==> src/design/mmbd_byte_ram.sv <==
// Generic byte-wide single-port RAM with registered read data.
// No dependencies.
`timescale 1ns / 1ps

module mmbd_byte_ram #(
  parameter int  ROWS = 256,
  localparam int AW   = $clog2(ROWS)
) (
  input  logic          clk_i,
  input  logic          we_i,
  input  logic          re_i,
  input  logic [AW-1:0] addr_i,
  input  logic [7:0]    wdata_i,
  output logic [7:0]    rdata_o
);

  logic [7:0] mem_q [ROWS];
  logic [7:0] rdata_q;

  // One address a cycle: a write, a read into the output register, or both
  always_ff @(posedge clk_i) begin
    if (we_i) begin
      mem_q[addr_i] <= wdata_i;
    end
    if (re_i) begin
      rdata_q <= mem_q[addr_i];
    end
  end

  assign rdata_o = rdata_q;

endmodule

==> config.mk <==
export PLATFORM = sky130hd
export DESIGN_NAME = mmbd_byte_ram
export DESIGN_NICKNAME = d
export VERILOG_FILES = /design/src/design/mmbd_byte_ram.sv
export SDC_FILE = /design/constraint.sdc
export NUM_CORES = 2
export LEC_CHECK = 0
export BUFFER_PORTS_ARGS = -buffer_cell sky130_fd_sc_hd__clkbuf_2
export CAP_MARGIN = 20
export CELL_PAD_IN_SITES_DETAIL_PLACEMENT = 1
export CELL_PAD_IN_SITES_GLOBAL_PLACEMENT = 1
export CORE_MARGIN = 2
export CORE_UTILIZATION = 45
export CTS_BUF_LIST = sky130_fd_sc_hd__clkbuf_8 sky130_fd_sc_hd__clkbuf_16
export CTS_CLUSTER_SIZE = 12
export DETAILED_ROUTE_END_ITERATION = 6
export HOLD_SLACK_MARGIN = 0.05
export PLACE_DENSITY_LB_ADDON = 0.1
export SYNTH_ARGS = -nofsm -noshare
export SYNTH_HDL_FRONTEND = slang
export SYNTH_SLANG_ARGS = --single-unit
==> constraint.sdc <==
create_clock -name clk_i -period 3.16 [get_ports clk_i]
set_clock_uncertainty 0.15 [all_clocks]
set_input_delay 0.158 -clock clk_i [delete_from_list [all_inputs] [get_ports clk_i]]
set_output_delay 0.158 -clock clk_i [all_outputs]
set_load 0.005 [all_outputs]
==> metrics.md <==
| Metric | Value |
|---|---|
| Status | completed |
| Slew HR | 25.69% |
| First-pass GRT wire length | 308.7 mm |
| Dpl ws | -0.6717 ns |
| Setup crit end kind | register |
| Clk root buf | clkbuf_16 |
| Hold path depth | 2 |
| Largest net degree at the start of global routing | 116 |
| Synthesized area | 78570 um^2 |
| Avg Inst Size Synth | ~22 um^2 |
| Nets | 4145 |
| Worst-skew pair later-pin latency | 0.85 ns |
| Drt pass-1 iters | 6 |
| DR iter-0 viols | 4058 |
| Slowest-stage cell, CP | o41ai_1 |
| Num Clock Sinks | 2056 |
| GRT overflow | 0 |
| Initial antenna violation count | 11 |
| Ys Warns | 0 |
| Die area | 178000 um^2 |
| CTS Buf Count | around 210 |
| Static Leak | 29.29 nW |
| Clock slew at reported path FFs | roughly 0.060 ns |
| Area of the multi-input gates | 15770 um^2 |
| Crit path required time | 3.60 ns |
| Vias | 39310 |
| WL/cell | 32.29 um |
| Dominant cell type by area after synthesis | edfxtp_1 |
| DR DRC count | 0 |
| Fin. max-slew vios | 0 |
| Clock Path Buffers | 3 |
| Die Width | between 400 and 500 um |
| FF+latch count, synth | approximately 2100 |
| RSZ-0062 raised after global routing | no |
| Fin area | 92110 um^2 |
| Area Overhead vs Synth | 17.23% |
| Number of max-cap violations | 0 |
| Final hold violation count | 0 |
| IO Count | 27 |
| All-Layer GR Usage | 24.25% |
| Max Freq | between 300 and 400 MHz |
| Htree depth | 4 |
| Final worst setup slack | approximately 0.083 ns |
| Tightest Pin Transition | 1.100 ns |
| Core area | about 170000 um^2 |
| Hold crit path type | primary input to register |
| Maximum fanout along the worst path | 1 |
| Vias in the first global route | 41900 |
| Synth cell types | 21 |
| Die Y | approximately 420 um |
| Max incr delay on CP | 1.00 ns |
| Post-synth top area share | between 70 and 80% |
| I/O Buffers | 26 |
| CTS tree | yes |
| Post-route antenna net violation count | 0 |
| Tot Pwr | 56.37 mW |
| Setup TNS | 0 ns |
| Final worst path period need | 3.077 ns |
| Crit path DAT | roughly 3.5 ns |
| Fraction of layout cells with a size suffix above 1 | 32.08% |
| FF+latch area | roughly 62000 um^2 |
| Post-DP HPWL | between 100 and 150 mm |
| WHS | 0.1068 ns |
| Crit path cell chain | mux4_2 > a22oi_1 > a21oi_1 > o41ai_1 > buf_4 > nand4_1 |
| Setup violators final | 0 |
| Startpoint types | register |
| Vias/cell | 5.947 |
| Fill cells | 15050 |
| Net Count, Synth | 3566 |
| VDD IR max | 0.5194 mV |
| Area post-placement | ~86000 um^2 |
| Reg2Reg Depth | 6 |
| Area contributors post-synth | edfxtp_1 (79%), mux4_2 (15%), a22oi_1 (2.4%) |
| Post-synthesis cell count | 3547 |
| Routability-driven placement congestion ratio | 0.8107 |
| Sequential area share after synthesis | 78.58% |
| Initial Util | 45.25% |
| Power per cell area | 612.0 nW/um^2 |
| CP Class | register to register |
| Period Utilization, post-route | a little over nine tenths |
| Rows | 153 |
| DRT Wirelength | 213.4 mm |
## what timing repair did
item	CTS	global route
setup buffers	0	0
resized for setup	0	1
hold endpoints to repair	1680	0
setup endpoints to repair	0	1
hold buffers	9	0
## cell usage after synthesis, drive strengths merged
cell type / count
nor2: 232
and2: 3
nand4: 8
nand2b: 6
mux4: 512
buf: 87
o41ai: 32
nand3: 13
nor2b: 7
or2: 2
nand2: 28
clkbuf: 145
or3: 1
edfxtp: 2056
nor3: 30
inv: 1
a21oi: 128
a22oi: 256
## stage by stage
stage	std cells	util [%]
2_1_floorplan	3547	-
3_3_place_gp	6227	49.27
3_5_place_dp	6227	49.27
4_1_cts	6608	53.04
5_1_grt	6608	53.05
6_report	6610	53.05
## worst paths after layout
| kind | start | endpoint | slack [ns] |
|---|---|---|---|
| hold reg to reg | mem_q[130][7]$_DFFE_PP_ | rdata_o[7]$_DFFE_PP_ | 0.96 |
| setup reg to reg | mem_q[243][1]$_DFFE_PP_ | rdata_o[1]$_DFFE_PP_ | 0.08 |
| hold / removal | wdata_i[1] | mem_q[92][1]$_DFFE_PP_ | 0.11 |
| setup / recovery | mem_q[243][1]$_DFFE_PP_ | rdata_o[1]$_DFFE_PP_ | 0.08 |
## sequential cells by signal (all words and copies together), names as in the netlist
signal	flops
mem_q	2048
rdata_o	8
## power breakdown
group | internal, mW | leakage, nW | total, mW | switching, mW
Combinational | 1.06 | 7.44 | 2.84 | 1.78
Clock | 13.3 | 3.36 | 23.4 | 10.2
Sequential | 30.1 | 18.5 | 30.1 | 0.0355
## routing by layer
metal | vias to the layer above | routed length [um] | GRT usage (%)
li1 | 16230 | - | -
met1 | 21390 | 88740 | 34.07
met2 | 1346 | 103400 | 38.68
met3 | 344 | 14110 | 4.245
met4 | 0 | 7170 | 8.196
met5 | - | 0 | 0
## cell usage in the layout, fill, tap and decap left out, types with 3 or more instances in the layout
cell           instances
clkinv_2              28
buf_8                  9
dlygate4sd3_1          9
inv_1                 50
buf_12                55
bufinv_16             10
edfxtp_1            2056
mux4_2               512
nor3_1                30
nor2_1               231
clkbuf_2              16
clkinv_1              56
buf_4                506
nand3_1               13
nand2b_1               5
nand2_1               28
clkbuf_16            220
nand4_1                8
a22oi_1              256
o41ai_1               31
inv_6                  3
a21oi_1              128
nor2b_1                5
## area by class of cell
cell class / instances / area share, %
flip-flops and latches: 2056 / 67.03
multi-input cells: 1258 / 17.12
clock buffers: 220 / 5.977
repair buffers: 596 / 5.666
well taps: 2325 / 3.158
clock inverters: 152 / 1.042
diodes: 2 / 0.005434
inverters: 1 / 0.004075
## worst max-delay path, delay by kind of cell, from the launching register on
family,cells,cell delay [ns]
flops,1,0.39
buf+inv,1,0.27
simple gates,1,0.08
compound gates,3,1.42
mux,1,0.51
## kinds of logic (layout without fill, tap and decap cells)
| group | Yosys count | after routing | share of synthesized area [%] |
|---|---|---|---|
| flops | 2056 | 2056 | 78.58 |
| mux | 512 | 512 | 14.68 |
| compound gates | 416 | 416 | 3.618 |
| simple gates | 330 | 330 | 1.731 |
| buf+inv | 233 | 969 | 1.400 |
| other cells | 0 | 2 | 0 |
Note: power is estimated with default switching activity, not from simulation.
