File: src/design/mmbd_pkg.sv
// Package for the memory-map bus decoder: request and region codes, address map,
// memory sizes and the decoded-access struct. No dependencies.
`timescale 1ns / 1ps

package mmbd_pkg;

  // Cartridge ROM size in bytes; must be a power of two from 1 KiB to 32 MiB
  localparam int ROM_BYTES = 4194304;
  localparam int ROM_AW    = $clog2(ROM_BYTES);

  // Region sizes in bytes
  localparam int BOARD_BYTES = 32'h0004_0000;
  localparam int CHIP_BYTES  = 32'h0000_8000;
  localparam int IO_BYTES    = 32'h0000_0400;
  localparam int PAL_BYTES   = 32'h0000_0400;
  localparam int VID_BYTES   = 32'h0001_8000;
  localparam int OBJ_BYTES   = 32'h0000_0400;
  localparam int SAVE_BYTES  = 32'h0001_0000;

  // Address map, inclusive bounds
  localparam logic [31:0] BOARD_LO = 32'h0200_0000;
  localparam logic [31:0] BOARD_HI = 32'h0203_FFFF;
  localparam logic [31:0] CHIP_LO  = 32'h0300_0000;
  localparam logic [31:0] CHIP_HI  = 32'h0300_7FFF;
  localparam logic [31:0] IO_LO    = 32'h0400_0000;
  localparam logic [31:0] IO_HI    = 32'h0400_03FE;
  localparam logic [31:0] PAL_LO   = 32'h0500_0000;
  localparam logic [31:0] PAL_HI   = 32'h0500_03FF;
  localparam logic [31:0] VID_LO   = 32'h0600_0000;
  localparam logic [31:0] VID_HI   = 32'h0601_7FFF;
  localparam logic [31:0] OBJ_LO   = 32'h0700_0000;
  localparam logic [31:0] OBJ_HI   = 32'h0700_03FF;
  localparam logic [31:0] ROM_LO   = 32'h0800_0000;
  localparam logic [31:0] ROM_HI   = 32'h0DFF_FFFF;
  localparam logic [31:0] SAVE_LO  = 32'h0E00_0000;
  localparam logic [31:0] SAVE_HI  = 32'h0E00_FFFF;
  localparam logic [31:0] DISP_ADDR = 32'h0400_0004;

  // Offset within a region, and region size (one bit wider to hold 32 MiB)
  localparam int OFF_W  = 25;
  localparam int SIZE_W = OFF_W + 1;

  // Each region is four byte lanes; a row holds one byte of each lane
  localparam int MAX_ROWS = (ROM_BYTES / 4 > BOARD_BYTES / 4) ? ROM_BYTES / 4 : BOARD_BYTES / 4;
  localparam int ROW_W    = $clog2(MAX_ROWS);

  // The display-status byte sits in lane 0, row 1 of the IO region
  localparam logic [ROW_W-1:0] DISP_ROW = ROW_W'(1);

  localparam int NUM_REGIONS = 8;

  typedef enum logic [2:0] {
    REQ_LDB, REQ_LDH, REQ_LDSB, REQ_LDSH, REQ_LDW, REQ_STRB, REQ_STRH, REQ_STRW
  } req_e;

  typedef enum logic [2:0] {
    RGN_BOARD, RGN_CHIP, RGN_IO, RGN_PAL, RGN_VID, RGN_OBJ, RGN_ROM, RGN_SAVE
  } region_e;

  // Decoded access for one bus word
  typedef struct packed {
    logic                  mapped;
    logic                  disp;
    logic                  store;
    region_e               region;
    logic [1:0]            off_lo;
    logic [3:0]            lane_en;
    logic [3:0][1:0]       lane_k;    // byte of the bus word carried by each lane
    logic [3:0][ROW_W-1:0] lane_row;
  } dec_t;

  // Rows per lane of each region
  function automatic int region_rows(region_e r);
    int rows;
    case (r)
      RGN_BOARD: rows = BOARD_BYTES / 4;
      RGN_CHIP:  rows = CHIP_BYTES / 4;
      RGN_IO:    rows = IO_BYTES / 4;
      RGN_PAL:   rows = PAL_BYTES / 4;
      RGN_VID:   rows = VID_BYTES / 4;
      RGN_OBJ:   rows = OBJ_BYTES / 4;
      RGN_ROM:   rows = ROM_BYTES / 4;
      RGN_SAVE:  rows = SAVE_BYTES / 4;
      default:   rows = BOARD_BYTES / 4;
    endcase
    return rows;
  endfunction

  // Bytes of the bus word touched by a request, lowest byte first
  function automatic logic [3:0] req_mask(req_e t);
    logic [3:0] m;
    case (t)
      REQ_LDB, REQ_LDSB, REQ_STRB: m = 4'b0001;
      REQ_LDH, REQ_LDSH, REQ_STRH: m = 4'b0011;
      default:                     m = 4'b1111;
    endcase
    return m;
  endfunction

endpackage

File: src/design/mmbd_addr_dec.sv
// Address decoder: maps a bus address and request type onto a region and
// per-lane rows with wrap at the region end. Depends on mmbd_pkg.
`timescale 1ns / 1ps

module mmbd_addr_dec
  import mmbd_pkg::*;
(
  input  req_e        req_type_i,
  input  logic [31:0] addr_i,
  output dec_t        dec_o
);

  logic                    mapped;
  region_e                 region;
  logic [OFF_W-1:0]        off;
  logic [SIZE_W-1:0]       size;
  logic [3:0]              mask;
  logic [3:0][1:0]         kb;
  logic [3:0][SIZE_W-1:0]  idx;

  // Region match and offset from the region base
  always_comb begin
    mapped = 1'b1;
    region = RGN_BOARD;
    off    = '0;
    if (addr_i >= BOARD_LO && addr_i <= BOARD_HI) begin
      region = RGN_BOARD;
      off    = OFF_W'(addr_i - BOARD_LO);
    end else if (addr_i >= CHIP_LO && addr_i <= CHIP_HI) begin
      region = RGN_CHIP;
      off    = OFF_W'(addr_i - CHIP_LO);
    end else if (addr_i >= IO_LO && addr_i <= IO_HI) begin
      region = RGN_IO;
      off    = OFF_W'(addr_i - IO_LO);
    end else if (addr_i >= PAL_LO && addr_i <= PAL_HI) begin
      region = RGN_PAL;
      off    = OFF_W'(addr_i - PAL_LO);
    end else if (addr_i >= VID_LO && addr_i <= VID_HI) begin
      region = RGN_VID;
      off    = OFF_W'(addr_i - VID_LO);
    end else if (addr_i >= OBJ_LO && addr_i <= OBJ_HI) begin
      region = RGN_OBJ;
      off    = OFF_W'(addr_i - OBJ_LO);
    end else if (addr_i >= ROM_LO && addr_i <= ROM_HI) begin
      // windows are 32 MiB aligned, so the low bits are the ROM offset
      region = RGN_ROM;
      off    = OFF_W'(addr_i[ROM_AW-1:0]);
    end else if (addr_i >= SAVE_LO && addr_i <= SAVE_HI) begin
      region = RGN_SAVE;
      off    = OFF_W'(addr_i - SAVE_LO);
    end else begin
      mapped = 1'b0;
    end
  end

  // Per lane: which byte it carries, and its row after wrapping at the end
  always_comb begin
    size = SIZE_W'(4 * region_rows(region));
    mask = req_mask(req_type_i);
    for (int b = 0; b < 4; b++) begin
      kb[b]  = 2'(b) - off[1:0];
      idx[b] = {1'b0, off} + SIZE_W'(kb[b]);
      if (idx[b] >= size) begin
        idx[b] = idx[b] - size;
      end
    end
  end

  always_comb begin
    dec_o.mapped = mapped;
    dec_o.disp   = (addr_i == DISP_ADDR);
    dec_o.store  = (req_type_i >= REQ_STRB);
    dec_o.region = region;
    dec_o.off_lo = off[1:0];
    for (int b = 0; b < 4; b++) begin
      dec_o.lane_en[b]  = mapped && mask[kb[b]];
      dec_o.lane_k[b]   = kb[b];
      dec_o.lane_row[b] = idx[b][ROW_W+1:2];
    end
  end

endmodule

File: config.mk
export PLATFORM = sky130hd
export DESIGN_NAME = mmbd_addr_dec
export DESIGN_NICKNAME = d
export VERILOG_FILES = /design/src/design/mmbd_pkg.sv /design/src/design/mmbd_addr_dec.sv
export SDC_FILE = /design/constraint.sdc
export NUM_CORES = 1
export LEC_CHECK = 0
export ABC_AREA = 1
export BUFFER_PORTS_ARGS = -buffer_cell sky130_fd_sc_hd__buf_2
export CORE_ASPECT_RATIO = 0.7
export CORE_UTILIZATION = 46
export DETAILED_ROUTE_END_ITERATION = 10
export GPL_ROUTABILITY_DRIVEN = 1
export PLACE_DENSITY = 0.7
export RECOVER_POWER = 25
export SYNTH_ARGS = -nofsm -noshare
export SYNTH_HDL_FRONTEND = slang
export SYNTH_SLANG_ARGS = --single-unit
File: constraint.sdc
create_clock -name vclk -period 6.7
set_clock_uncertainty 0.2 [all_clocks]
set_input_delay 0 -clock vclk [all_inputs]
set_output_delay 0 -clock vclk [all_outputs]
set_load 0.01 [all_outputs]
==> impl_metrics.yaml, run 1 <==
layout:
  fillers: 1287
  layout_commonest_cell: "nand2_1"
  final_cell_mix: "nand2_1, nor2_1, inv_1, buf_2, nand3_1"
  multi_input_area_sq_mm: 0.004463
  nClkBuffers: 0
  regArea_sq_um: 0
  drive_gt1_share_pct: 18.00
  final_cells: 1264
  design.seq.count: 0
  syn_to_final_growth_pct: 12.12
  nets: 1180
  diodes: 0
clock_tree:
  cts.repair.resized: 0
  postCtsHoldBufs: 0
  postCtsSetupBuffers: 0
floorplan:
  core_sq_mm: 0.01105
  num_io_pins: 135
  die-height_um: 91.24
  initial_utilization_pct: 47.35
  rows: 32
  dieArea_sq_mm: 0.01181
  die_w_um: 129.5
timing:
  fmax_ghz: 0.1849
  tightest_slew_ps: 957.2
  tns_ps: 0
  rsz0062_at_grt: "no"
  drv_slew: 0
  finalCritPeriodShare_pct: 80.71
  post-route-min-period_ps: 5408
  timing.hold.ws_ps: 123.8
  setup_viol: 0
  hold_viol: 0
  relSlewSlack_pct: 35.51
global_routing:
  grt_max_degree: 33
  grtUsageTotal_pct: 30.90
  gr-total-overflow: 0
  grt_pass1_vias: 5848
  grt_pass1_wl_um: 29510
  antenna_found_initial: 0
routing:
  drt_iter0_drc: 657
  routed-via-count: 6776
  drc: 0
  wire_per_inst_um: 14.35
  firstDrtPassIters: 5
  vias_per_cell: 5.361
  drt-total-wl_um: 18140
  drtAntennaViolNets: 0
min_path:
  hold_path_end: "dec_o[89]"
  hold_path_class: "in2out"
  min_path_cells: 3
  worstHoldStart: "addr_i[1]"
yosys:
  synth_compound_area_share_pct: 6.552
  synthTopCellsByArea: "nand2_1, nor2_1, inv_1"
  yosysSeqAreaShare_pct: 0
  avgSynthCellArea_sq_um: 5.238
  synth-adder-area-share_pct: 7.652
  synthSimpleGateAreaFrac_pct: 60.45
  ys_types: 44
  ys.warnings.count: 0
  syn_area_sq_mm: 0.005233
  synth_top_area_cell: "nand2_1"
  yosysTopAreaCellShare_pct: 22.17
  synth_cells: 999
  synth_fp_nets: 1066
  synth-xor-area-share_pct: 10.83
  synth_top_family_by_area: "simple AND/OR/NAND/NOR gates"
  muxShareOfSynthArea_pct: 0
setup_path:
  required_ps: 6500
  critPathLaunchType: "input port"
  cp.arrival_ps: 5210
  critPathKind: "in2out"
  worst_setup_path_end_kind: "output port"
  worstPathMaxFanout: 13
status:
  status: "finished, final reports clean"
flow_run:
  cap_violations: 0
placed_design:
  dp_cells: 1264
  io_buffers: 135
  routabilityCongestion: 0.9914
  hpwl_um: 15340
pwr:
  p_leak_nw: 3.421
  finalPower_mw: 0.2571
  peakVddDrop_v: 0.00002996
  p_per_area_mw_per_mm2: 43.83
==> Yosys cell counts, types with 4 or more instances <==
cell type	number
xor2_1	53
buf_6	7
nand3_2	7
nand3_1	95
nor2_2	16
o21ai_2	5
o21ai_0	16
nand2_1	309
inv_2	15
nor2_1	133
buf_2	6
xnor2_1	8
nand3_4	4
buf_4	9
nand2_2	14
inv_1	132
ha_1	32
nand4_1	52
nor2_4	11
nor3_1	16
a21oi_1	24
==> power by group <==
part / switching (mW) / internal [mW]
Sequential: 0 / 0
Combinational: 0.171 / 0.0857
Clock: 0 / 0
Total: 0.171 / 0.0857
==> per-layer routing <==
layer	wire, um	vias to the layer above	GRT usage [%]
met5	0	-	0
met4	157	0	2.810
met3	1947	13	1.886
met2	7253	345	45.83
met1	8783	2998	49.17
li1	-	3420	-
==> worst max-delay path by stage <==
| stage | cells after the start | from | to | slack, ps |
|---|---|---|---|---|
| CTS | 30 | addr_i[4] | dec_o[9] | 1690 |
| global route | 29 | addr_i[4] | dec_o[8] | 680 |
| global placement | 30 | addr_i[4] | dec_o[8] | 1730 |
| finish | 25 | addr_i[4] | dec_o[8] | 1290 |
| detailed placement | 30 | addr_i[4] | dec_o[9] | 1710 |
| floorplan | 28 | addr_i[6] | dec_o[17] | 2880 |
==> cell type report <==
| class | count | area share, % |
|---|---|---|
| repair buffers | 135 | 11.13 |
| inverters | 149 | 9.533 |
| multi-input cells | 827 | 76.07 |
| well taps | 153 | 3.263 |
==> through the flow <==
stage	setup slack, ps	area, sq um	utilization [%]
after floorplan	2882	5233	-
after global placement	1731	5903	53.42
after detailed placement	1709	5903	53.42
after CTS	1687	5903	53.42
after global routing	676.9	5867	53.09
final	1292	5867	53.09
==> worst max-delay path, stage by stage <==
cell	delay [ps]
clkbuf_1	480
nand2_1	160
nor2_1	200
nand3_1	130
nand3_1	90
nor2_1	40
o21ai_0	290
nand3_1	140
nor2_2	540
nor2_1	230
inv_1	170
ha_1	310
nor2_2	140
nand3_1	120
nor2_1	60
o21ai_0	190
inv_1	130
ha_1	390
nand2_1	110
nor3b_1	310
nand2_1	350
nand3_2	320
nand2_1	90
nand2_1	80
buf_2	120
==> kinds of logic after synthesis <==
kind of cell | count (synthesis)
xor+xnor | 63
buf+inv | 172
compound gates | 56
other cells | 1
simple gates | 675
fa+ha+maj | 32
No activity file was read; power rests on OpenSTA's default activity.
==> run 2, diff against run 1 <==
ABC_AREA = 0   (was 1)
PLACE_DENSITY = 0.73   (was 0.7)
clock period = 5.09 ns   (was 6.7 ns; I/O delays follow)
==> impl_metrics.yaml, run 2 <==
routing:
  firstDrtPassIters: 6
  vias_per_cell: 6.339
  drtAntennaViolNets: 0
  drt_iter0_drc: 611
  routed-via-count: 5661
  drc: 0
  wire_per_inst_um: 18.87
  drt-total-wl_um: 16850
yosys:
  ys.warnings.count: 0
  yosysSeqAreaShare_pct: 0
  yosysTopAreaCellShare_pct: 11.45
  yosysMostFrequentCell: "nor2_1"
  synthTopCellsByArea: "xnor2_1, ha_1, nor2_1"
  ys_types: 75
  synth_fp_nets: 687
  synthTopCellsByCount: "nor2_1, nand2_1, xnor2_1"
  syn_area_sq_mm: 0.003976
  synth_cells: 620
  avgSynthCellArea_sq_um: 6.413
  synth_top_area_cell: "xnor2_1"
placed_design:
  placed_cell_area_sq_mm: 0.005105
  hpwl_um: 12590
  io_buffers: 135
  dp_cells: 864
  routabilityCongestion: 0.9856
timing:
  timing.hold.ws_ps: 181.4
  fmax_ghz: 0.1948
  setup_viol: 8
  post-route-min-period_ps: 5133
  setup_slack_ps: -43.26
  relSlewSlack_pct: 13.62
  hold_viol: 0
  rsz0062_at_grt: "yes"
  tightest_slew_ps: 1285
  finalCritPeriodShare_pct: 100.8
  drv_slew: 0
  tns_ps: -132.0
setup_path:
  crit_slowest_cell: "or4_4"
  critical_path.max_stage_delay_ps: 540
  worstSetupEndpoint: "dec_o[54]"
  cp.arrival_ps: 4930
  critPathKind: "in2out"
  critPathLaunch: "addr_i[18]"
  required_ps: 4890
  worst-path-stages: 23
  worst_setup_path_end_kind: "output port"
  worstPathCellList: "buf_6, or4_4, or4_4, a2111oi_4, nor3_4, inv_2, nand2_8, inv_6, ha_4, ha_4, and2_4, nand3_4, a31oi_4, xor2_2, ha_4, o21ai_4, o41a_1, o21a_2, o31ai_4, a31oi_4, buf_12, mux2_2, buf_6"
  crit_top_cell: "ha_4"
  critPathBufInv: 5
  critPathLaunchType: "input port"
  worstPathMaxFanout: 7
  cp_top_family: "compound AO/OA/AOI/OAI gates"
pwr:
  finalPower_mw: 0.2238
  combPwrFrac_pct: 100.0
  p_leak_nw: 2.536
  pwr-share-clk_pct: 0
  switching_share_pct: 59.70
  peakVddDrop_v: 0.00003417
  p_per_area_mw_per_mm2: 39.79
  p_switching_mw: 0.1336
  p_seq_share_pct: 0
  p_int_mw: 0.09019
layout:
  diodes: 0
  design.seq.count: 0
  final_cells: 893
  nets: 861
  syn_to_final_growth_pct: 41.47
  layout_commonest_cell: "buf_2"
  fin_area_sq_mm: 0.005625
  drive_gt1_share_pct: 37.12
  final_cell_mix: "buf_2, buf_4, nor2_1, nand2_1, xnor2_1"
  fillers: 695
  regArea_sq_um: 0
  nClkBuffers: 0
status:
  status: "finished, violations left"
  violations: "negative setup slack"
floorplan:
  dieArea_sq_mm: 0.009026
  core_sq_mm: 0.008108
  die-height_um: 79.79
  num_io_pins: 135
  initial_utilization_pct: 49.04
  die_w_um: 113.1
  rows: 27
flow_run:
  cap_violations: 0
global_routing:
  gr-total-overflow: 0
  grt_max_degree: 27
  antenna_found_initial: 0
  grt_pass1_wl_um: 24520
  grtUsageTotal_pct: 34.02
  grt_pass1_vias: 4731
clock_tree:
  postCtsHoldBufs: 0
min_path:
  hold_path_class: "in2out"
run 2: changes by cell type after synthesis, moves of 15 or more:
cell      before  now
clkbuf_1       0   27
nor2_1       133   70
nand4_1       52    9
inv_2         15    0
xor2_1        53   26
inv_1        132   30
xnor2_1        8   52
nor2_2        16    0
nand3_1       95   27
nand2_1      309   68
run 2: layout make-up:
type | instances | area (sq um) | share of cell area (%)
multi-input combinational | 546 | 4046 | 71.93
tap | 101 | 126.4 | 2.246
inverter | 30 | 117.6 | 2.091
timing repair buffer | 216 | 1335 | 23.73
run 2: power by group through the flow:
stage | clock network, mW | registers, mW | logic, mW
after floorplan | 0 | 0 | 0.128
after global placement | 0 | 0 | 0.196
after detailed placement | 0 | 0 | 0.201
after CTS | 0 | 0 | 0.204
after global routing | 0 | 0 | 0.239
final | 0 | 0 | 0.224
run 2: worst min path at each step:
stage                           end           from  cells past startpoint
after floorplan           dec_o[97]  req_type_i[2]                      1
after global placement    dec_o[97]  req_type_i[1]                      4
after detailed placement  dec_o[97]  req_type_i[1]                      4
after CTS                 dec_o[97]  req_type_i[1]                      4
after global routing      dec_o[97]  req_type_i[2]                      3
final                     dec_o[97]  req_type_i[2]                      3
run 2: repair_timing:
| action | in CTS | in global routing |
|---|---|---|
| endpoints found under the setup margin | 14 | 35 |
| gates cloned | 0 | 1 |
| pin swaps | 0 | 29 |
| resized for setup | 5 | 56 |
| buffers inserted | 11 | 18 |
run 2: cell families (layout without fill, tap and decap cells):
group,count (synthesis),count (layout),synth area share (%)
AOI/OAI and AO/OA,141,141,25.77
xor gates and xnor gates,78,78,17.18
buffers and inverters,74,246,8.338
and+or+nand+nor,282,282,35.43
other,1,1,0.09431
adders and majority gates,32,32,10.07
muxes,12,12,3.115
run 2: per-layer routing:
layer	share of wire, %	wire length, um	track usage (%)
met1	43	7213	48.94
met4	2.4	407	5.000
met2	43	7196	53.62
met3	12	2034	5.695
met5	0	0	0
run 2: through the flow:
stage	setup slack, ps	utilization, %
6_report	-43.26	69.38
4_1_cts	6.402	64.10
2_1_floorplan	-187.5	-
3_3_place_gp	49.03	62.96
3_5_place_dp	-55.51	62.96
5_1_grt	-218.5	69.38
==> run 3, diff against run 2 <==
SETUP_SLACK_MARGIN = 0.5   (was default)
==> impl_metrics.yaml, run 3 (synthesis gave the netlist of run 2 again) <==
status:
  status: "finished, violations left"
  violations: "negative setup slack"
routing:
  drc: 0
  routed-via-count: 5570
  drt_iter0_drc: 602
  firstDrtPassIters: 5
  vias_per_cell: 6.301
  drt-total-wl_um: 16760
  wire_per_inst_um: 18.96
  drtAntennaViolNets: 0
placed_design:
  dp_cells: 863
  io_buffers: 135
  hpwl_um: 12620
  placed_cell_area_sq_mm: 0.005112
  routabilityCongestion: 0.9847
pwr:
  p_per_area_mw_per_mm2: 40.99
  p_int_mw: 0.09322
  p_leak_nw: 2.554
  switching_share_pct: 59.12
  finalPower_mw: 0.2280
  p_seq_share_pct: 0
  peakVddDrop_v: 0.00003733
  pwr-share-clk_pct: 0
  combPwrFrac_pct: 100.0
  p_switching_mw: 0.1348
floorplan:
  core_sq_mm: 0.008108
  rows: 27
  num_io_pins: 135
  dieArea_sq_mm: 0.009026
  die_w_um: 113.1
  initial_utilization_pct: 49.04
  die-height_um: 79.79
timing:
  finalCritPeriodShare_pct: 101.1
  fmax_ghz: 0.1944
  setup_slack_ps: -55.33
  post-route-min-period_ps: 5145
  rsz0062_at_grt: "yes"
  setup_viol: 8
  tightest_slew_ps: 1315
  drv_slew: 0
  relSlewSlack_pct: 11.59
  hold_viol: 0
  tns_ps: -173.6
setup_path:
  critPathKind: "in2out"
  critPathLaunchType: "input port"
  worst_setup_path_end_kind: "output port"
  worstSetupEndpoint: "dec_o[54]"
  required_ps: 4890
  cp.arrival_ps: 4950
  critPathBufInv: 4
  worstPathCellList: "buf_6, or4_4, or4_4, a2111oi_4, nor3_4, buf_6, nor2_4, ha_4, ha_4, and2_4, nand3_2, a31oi_4, xor2_2, ha_2, o21ai_2, o41a_1, o21a_2, o31ai_4, a31oi_4, buf_12, mux2_2, buf_2"
  crit_slowest_cell: "or4_4"
  cp_top_family: "compound AO/OA/AOI/OAI gates"
  worst-path-stages: 22
  critPathLaunch: "addr_i[28]"
  worstPathMaxFanout: 7
  critical_path.max_stage_delay_ps: 570
layout:
  regArea_sq_um: 0
  nClkBuffers: 0
  nets: 852
  multi_input_area_sq_mm: 0.004035
  final_cell_mix: "buf_2, nor2_1, nand2_1, buf_4, xnor2_1"
  final_cells: 884
  drive_gt1_share_pct: 36.40
  fillers: 721
  syn_to_final_growth_pct: 39.90
  fin_area_sq_mm: 0.005563
  design.seq.count: 0
  layout_commonest_cell: "buf_2"
  diodes: 0
global_routing:
  grtUsageTotal_pct: 36.05
  grt_max_degree: 32
  gr-total-overflow: 0
  grt_pass1_vias: 5047
  grt_pass1_wl_um: 25920
  antenna_found_initial: 0
flow_run:
  cap_violations: 0
min_path:
  hold_path_class: "in2out"
clock_tree:
  postCtsHoldBufs: 0
## run 3: layer usage
layer	wire (um)	part of all wire, %	up-vias	global-route usage (%)
met2	7148	43	381	58.28
met1	6994	42	2547	46.93
li1	-	-	2579	-
met4	504	3.0	0	11.05
met5	0	0	-	5.455
met3	2112	13	63	8.504
## run 3: how the worst min path moves through the flow
stage,from,endpoint,slack [ps],depth (start not counted)
after floorplan,req_type_i[2],dec_o[97],-60,1
after global placement,req_type_i[1],dec_o[97],140,4
after detailed placement,req_type_i[1],dec_o[97],150,4
after CTS,req_type_i[1],dec_o[97],150,4
after global routing,req_type_i[1],dec_o[97],180,4
final,req_type_i[1],dec_o[97],150,4
## run 3: final cells by class
type                            count  area share, %
Multi-Input combinational cell    546          72.54
Timing Repair Buffer              207          23.12
Tap cell                          101          2.272
Inverter                           30          2.069
## run 3: per-stage QoR
step / utilization [%] / setup WS, ps / hold WS (ps)
finish: 68.61 / -55.33 / 146.9
global route: 68.61 / -242.0 / 175.8
CTS: 67.22 / 52.65 / 146.8
detailed placement: 63.06 / -120.2 / 145.0
global placement: 63.06 / 90.28 / 143.8
floorplan: - / -187.5 / -62.90
## run 3: timing repair
action                     in CTS  in global routing
cloned                          1                  0
resized for setup              46                 19
setup endpoints to repair      36                 45
hold endpoints to repair        0                  0
pin swaps                      15                  1
buffers inserted               15                  5
## run 3: power by group through the flow
stage	registers (mW)	logic (mW)	clock network (mW)
floorplan	0	0.128	0
global placement	0	0.196	0
detailed placement	0	0.201	0
CTS	0	0.216	0
global route	0	0.244	0
finish	0	0.228	0
